`config.mk`:
```
export PLATFORM = sky130hd
export DESIGN_NAME = fvn_div_pipe
export DESIGN_NICKNAME = d
export VERILOG_FILES = /design/src/hdl/fvn_div_pipe.sv
export SDC_FILE = /design/constraint.sdc
export NUM_CORES = 2
export LEC_CHECK = 0
export BUFFER_PORTS_ARGS = -buffer_cell sky130_fd_sc_hd__buf_2
export CORE_MARGIN = 10
export CORE_UTILIZATION = 56
export DETAILED_ROUTE_END_ITERATION = 10
export GPL_ROUTABILITY_DRIVEN = 0
export PLACE_DENSITY_LB_ADDON = 0.2
export SLEW_MARGIN = 5
export SYNTH_ARGS = -nofsm -noshare
export SYNTH_HDL_FRONTEND = slang
export SYNTH_SLANG_ARGS = --single-unit
export TNS_END_PERCENT = 50
```
`constraint.sdc`:
```
create_clock -name clk_i -period 12 [get_ports clk_i]
set_input_delay 2.4 -clock clk_i [delete_from_list [all_inputs] [get_ports clk_i]]
set_output_delay 2.4 -clock clk_i [all_outputs]
set_load 0.005 [all_outputs]
```
`src/hdl/fvn_div_pipe.sv`:
```
// pipelined restoring divider, two quotient bits per stage, with an overflow check stage
// no package dependency; used by fractal_value_noise_2d
module fvn_div_pipe #(
  parameter int unsigned NUM_W  = 51,
  parameter int unsigned DEN_W  = 36,
  parameter int unsigned QUO_W  = 20,
  parameter int unsigned SIDE_W = 8
) (
  input  logic              clk_i,
  input  logic              rst_ni,
  input  logic              en_i,
  input  logic              valid_i,
  input  logic [NUM_W-1:0]  num_i,
  input  logic [DEN_W-1:0]  den_i,
  input  logic [SIDE_W-1:0] side_i,
  output logic              valid_o,
  output logic [QUO_W-1:0]  quo_o,
  output logic              ovf_o,
  output logic [SIDE_W-1:0] side_o
);

  localparam int unsigned CmpW   = ((NUM_W > DEN_W + QUO_W) ? NUM_W : DEN_W + QUO_W) + 1;
  localparam int unsigned Stages = (QUO_W + 1) / 2;

  logic              vld_q  [Stages+1];
  logic [CmpW-1:0]   rem_q  [Stages+1];
  logic [DEN_W-1:0]  den_q  [Stages+1];
  logic [QUO_W-1:0]  quo_q  [Stages+1];
  logic              ovf_q  [Stages+1];
  logic [SIDE_W-1:0] side_q [Stages+1];

  // input register stage; ovf_q[0] flags a quotient that would not fit in QUO_W bits
  always_ff @(posedge clk_i or negedge rst_ni) begin
    if (!rst_ni) begin
      vld_q[0] <= 1'b0;
    end else if (en_i) begin
      vld_q[0] <= valid_i;
    end
  end

  always_ff @(posedge clk_i) begin
    if (en_i) begin
      rem_q[0]  <= CmpW'(num_i);
      den_q[0]  <= den_i;
      quo_q[0]  <= '0;
      ovf_q[0]  <= CmpW'(num_i) >= (CmpW'(den_i) << QUO_W);
      side_q[0] <= side_i;
    end
  end

  for (genvar s = 0; s < Stages; s++) begin : g_stage
    localparam int B0 = QUO_W - 1 - 2 * s;
    localparam int B1 = B0 - 1;
    logic [CmpW-1:0]  rem_a, rem_b;
    logic [QUO_W-1:0] quo_a, quo_b;

    always_comb begin
      rem_a = rem_q[s];
      quo_a = quo_q[s];
      if (rem_q[s] >= (CmpW'(den_q[s]) << B0)) begin
        rem_a = rem_q[s] - (CmpW'(den_q[s]) << B0);
        quo_a = quo_q[s] | (QUO_W'(1) << B0);
      end
    end

    if (B1 >= 0) begin : g_second
      always_comb begin
        rem_b = rem_a;
        quo_b = quo_a;
        if (rem_a >= (CmpW'(den_q[s]) << B1)) begin
          rem_b = rem_a - (CmpW'(den_q[s]) << B1);
          quo_b = quo_a | (QUO_W'(1) << B1);
        end
      end
    end else begin : g_single
      assign rem_b = rem_a;
      assign quo_b = quo_a;
    end

    always_ff @(posedge clk_i or negedge rst_ni) begin
      if (!rst_ni) begin
        vld_q[s+1] <= 1'b0;
      end else if (en_i) begin
        vld_q[s+1] <= vld_q[s];
      end
    end

    always_ff @(posedge clk_i) begin
      if (en_i) begin
        rem_q[s+1]  <= rem_b;
        den_q[s+1]  <= den_q[s];
        quo_q[s+1]  <= quo_b;
        ovf_q[s+1]  <= ovf_q[s];
        side_q[s+1] <= side_q[s];
      end
    end
  end

  assign valid_o = vld_q[Stages];
  assign quo_o   = quo_q[Stages];
  assign ovf_o   = ovf_q[Stages];
  assign side_o  = side_q[Stages];

endmodule

```
==> reports/results.env <==
RUN_STATUS='finished, violations left'
VIOLATIONS='capacitance limit'
PATH_DELAY_FAMILY='compound AO/OA/AOI/OAI gates'
PLACED_AREA_UM2=88170
POST-SYNTH-TOP-COUNT-CELL='sky130_fd_sc_hd__edfxtp_1'
FINAL_CORE_UTIL=0.6089
CATEGORY_OF_THE_WORST_SETUP_PATH_CAPTURE_POINT='register'
SYNTH_COMMON_CELLS='1133 x sky130_fd_sc_hd__edfxtp_1, 839 x sky130_fd_sc_hd__a21oi_1, 747 x sky130_fd_sc_hd__ha_1'
POST_SYNTH.CELL_AREA_AVG_UM2=9.599
VIA_COUNT=68805
YS_TOP_CELLS_BY_AREA='sky130_fd_sc_hd__edfxtp_1 40%, sky130_fd_sc_hd__ha_1 11%, sky130_fd_sc_hd__xnor2_1 5.2%'
YOSYSSEQAREASHARE=0.4010
GRT_PASS1_VIAS=65963
CAP_VIOL_MAX_COUNT=1
YS_FF_LATCH=1144
CRITICAL_PATH.N_BUFFERS_INVERTERS=4
CRITICAL_PATH_PEAK_FANOUT=49
TRITONCTS_BUFFER_COUNT=131
CLOCK_PATH_BUFFERS=3
HOLD_CLASS='reg -> reg'
ROOT_BUFFER='sky130_fd_sc_hd__clkbuf_16'
WORSTSETUPSTARTPOINTTYPE='register'
WL_MM=235.8
IR_WORST_VDD_V=0.0002202
SYNTH.NET_COUNT=9776
DOMINANTREGCELLSYNTH='sky130_fd_sc_hd__edfxtp_1'
REPORT.FINAL.HOLD_VIOL_COUNT=0
MAPPEDNETLISTAREA_UM2=85540
CTSRESIZECOUNT=0
GRT_ANTENNA_BEFORE_REPAIR=6
PLACEMENTROWS=143
CTS.CLK_SLEW.WORST_PATHS_PS=60
SYN_TO_FINAL_GROWTH_PCT=8.140
ROUTED_VIA_DENSITY=6.201
POWER_DENSITY_nW_PER_UM2=316.4
POST-DP-HPWL_MM=187.4
TIMING.CRITICAL_PATH.SLOWEST_STAGE_CELL='sky130_fd_sc_hd__or4_2'
COUNT_OF_FLIP_FLOPS_WITH_A_BUILT_IN_ENABLE_AFTER_SYNTHESIS=1133
WORSTSETUPPATHDEPTH=30
LAYOUT.NETS=9821
FP.COREAREA_UM2=151900
GLOBAL_ROUTE.OVERFLOW_TOTAL=0
SETUP-VIOLATIONS-FINAL=0
POWER_LEAKAGE_uW=0.03722
ANT_NETS=0
YOSYSTOPAREACELL='sky130_fd_sc_hd__edfxtp_1'
DRTITER0DRC=5831
NETLIST.AREA_LEADER.SHARE=0.3978
POST_LAYOUT_MINIMUM_CYCLE_TIME_PS=9108
GRT_USE_TOTAL=0.2673
POST_SYNTH_NUM_CELL_TYPES=107
FLOORPLAN.INITIALDENSITY=0.5631
MAX_SLEW.WORST_PIN.SLEW_PS=1446
NUMCLOCKSINKS=1144
WORST_SLEW_MARGIN_REL=0.02386
FINAL_LAYOUT_SIZE_SUFFIX_GT1_FRAC=0.07992
MAXIMUM_NUMBER_OF_PINS_ON_ONE_NET_BEFORE_GLOBAL_ROUTE_REPAIR=183
CTS_SETUP_BUFFERS=0
CLOCK-SKEW-FINAL_PS=47.49
FIRSTDRTPASSITERS=6
WORST-SETUP-PATH-TYPE='reg -> reg'
SHARE_OF_ASYNC_SETTABLE_OR_ASYNC_RESETTABLE_FLOPS_AFTER_SYNTHESIS=0.009615
COUNT_OF_HOLD_FIX_BUFFERS_INSERTED_AT_CTS=0
FINISHED_LAYOUT_CELL_AREA_UM2=92500
NUMBER_OF_PORT_BUFFERS=128
LAYOUT_WORST_PATH_CYCLE_SHARE=0.7590
SYNTH_WARN=0
DIE_AREA_UM2=168800
CP_DATA_REQUIRED_TIME_PS=12540
MAXSLEWVIOLCOUNT=0
GLOBAL_ROUTE_WIRE_LENGTH_BEFORE_REPAIR_MM=360.4
CLOCK.FMAX_MHz=109.8
HOLDPATHSTAGES=0
AVGROUTEDWIREPERCELL_UM=21.25
SYNTHCELLS=8911
CHIP_WIDTH_UM=410.8
CPPEAKSTAGEDELAY_PS=740
TIMING.REG2REG.WORST_PATH_DEPTH=30
TRITONCTS='yes'
IO_PINS=129
RSZ0062_AT_GRT='no'
FINALSETUPTNS_PS=0
WORST_PATH_MOST_REPEATED_CELL='sky130_fd_sc_hd__a21oi_1'
TIMING.CRITICAL_PATH.ARRIVAL_PS=9650
CLOCK_INSERTION_DELAY_WORST_SKEW_PS=790
DIEHEIGHT_UM=410.8
FINAL_ROUTED_DRC_VIOLATION_TOTAL=0
MAXIMUM_LEVEL_OF_THE_CTS_H_TREE=4
## area by class of cell
class,instances,area (µm²)
flip-flops and latches,1144,34300
clock inverters,90,969.7
multi-input cells,6890,47960
fillers,12492,59410
diodes,7,17.52
inverters,623,2341
clock buffers,146,3344
well taps,2030,2540
repair buffers,166,1023
## worst reg2reg max path: cells and delay by family (launching register included)
kind | cells | cell delay (ps)
AOI/OAI and AO/OA | 15 | 4460
adders and majority gates | 3 | 930
buffers and inverters | 4 | 830
DFF | 1 | 380
muxes | 2 | 790
and+or+nand+nor | 6 | 1460
## cell usage in the layout (no fill, tap or decap), types with 84 or more instances in the layout
| master | Yosys | routed |
|---|---|---|
| sky130_fd_sc_hd__clkbuf_16 | 0 | 131 |
| sky130_fd_sc_hd__nand2_1 | 670 | 669 |
| sky130_fd_sc_hd__inv_1 | 614 | 614 |
| sky130_fd_sc_hd__a21oi_1 | 839 | 838 |
| sky130_fd_sc_hd__a21o_1 | 386 | 386 |
| sky130_fd_sc_hd__nor2_1 | 663 | 661 |
| sky130_fd_sc_hd__nand2b_1 | 104 | 104 |
| sky130_fd_sc_hd__edfxtp_1 | 1133 | 1133 |
| sky130_fd_sc_hd__nor3_1 | 134 | 134 |
| sky130_fd_sc_hd__buf_2 | 33 | 127 |
| sky130_fd_sc_hd__nand4_1 | 172 | 172 |
| sky130_fd_sc_hd__mux2_2 | 235 | 235 |
| sky130_fd_sc_hd__xor2_1 | 243 | 243 |
| sky130_fd_sc_hd__o21bai_1 | 101 | 99 |
| sky130_fd_sc_hd__nor2b_1 | 84 | 84 |
| sky130_fd_sc_hd__ha_1 | 747 | 747 |
| sky130_fd_sc_hd__xnor2_1 | 509 | 509 |
| sky130_fd_sc_hd__o21ai_0 | 595 | 595 |
| sky130_fd_sc_hd__nor4_1 | 89 | 89 |
| sky130_fd_sc_hd__o21a_1 | 115 | 115 |
| sky130_fd_sc_hd__nand3_1 | 191 | 190 |
## cell families after synthesis
group,share of synthesized area
AOI/OAI and AO/OA,0.1885
xor gates and xnor gates,0.07700
adders and majority gates,0.1137
buffers and inverters,0.03930
DFF,0.4010
muxes,0.03332
and+or+nand+nor,0.1472
## state kept, by name, summed over array words and instances, names as in the netlist
signal,cells
quo_q,110
ovf_q,11
den_q,360
side_q,88
valid_o,1
rem_q,564
vld_q,10
## power breakdown
group          internal, µW  total (µW)  switching, µW  leakage [µW]
combinational          7860       18500          10700        0.0241
sequential             6020        6780            759        0.0111
clock                  2250        3960           1710       0.00208
## final timing paths
| path | startpoint | to | slack, ps |
|---|---|---|---|
| setup / recovery | rem_q[0][19] | rem_q[1][19] | 2890 |
| hold / removal | quo_q[9][16] | quo_q[10][16] | 410 |
| setup reg to reg | rem_q[0][19] | rem_q[1][19] | 2890 |
| hold reg to reg | quo_q[9][16] | quo_q[10][16] | 410 |
| max in group asynchronous | rst_ni | vld_q[1] | 10330 |
| min in group asynchronous | rst_ni | vld_q[5] | 1460 |
## routing by layer
metal  GRT usage  routed length [µm]
met5           0                  11
met4      0.1633               15940
met3     0.04101               14710
met2      0.4698              115300
met1      0.3050               89880
## through the flow
| step | setup WS (ps) | std cells | hold slack (ps) | power, µW |
|---|---|---|---|---|
| floorplan | 4478 | 8911 | 400.3 | 20600 |
| global placement | 3271 | 10853 | 400.3 | 24450 |
| detailed placement | 3239 | 10853 | 404.5 | 24830 |
| CTS | 3131 | 11089 | 407.3 | 28940 |
| global route | 2298 | 11091 | 409.9 | 31350 |
| finish | 2892 | 11096 | 409.9 | 29260 |
Note: power is estimated with default switching activity, not from simulation.
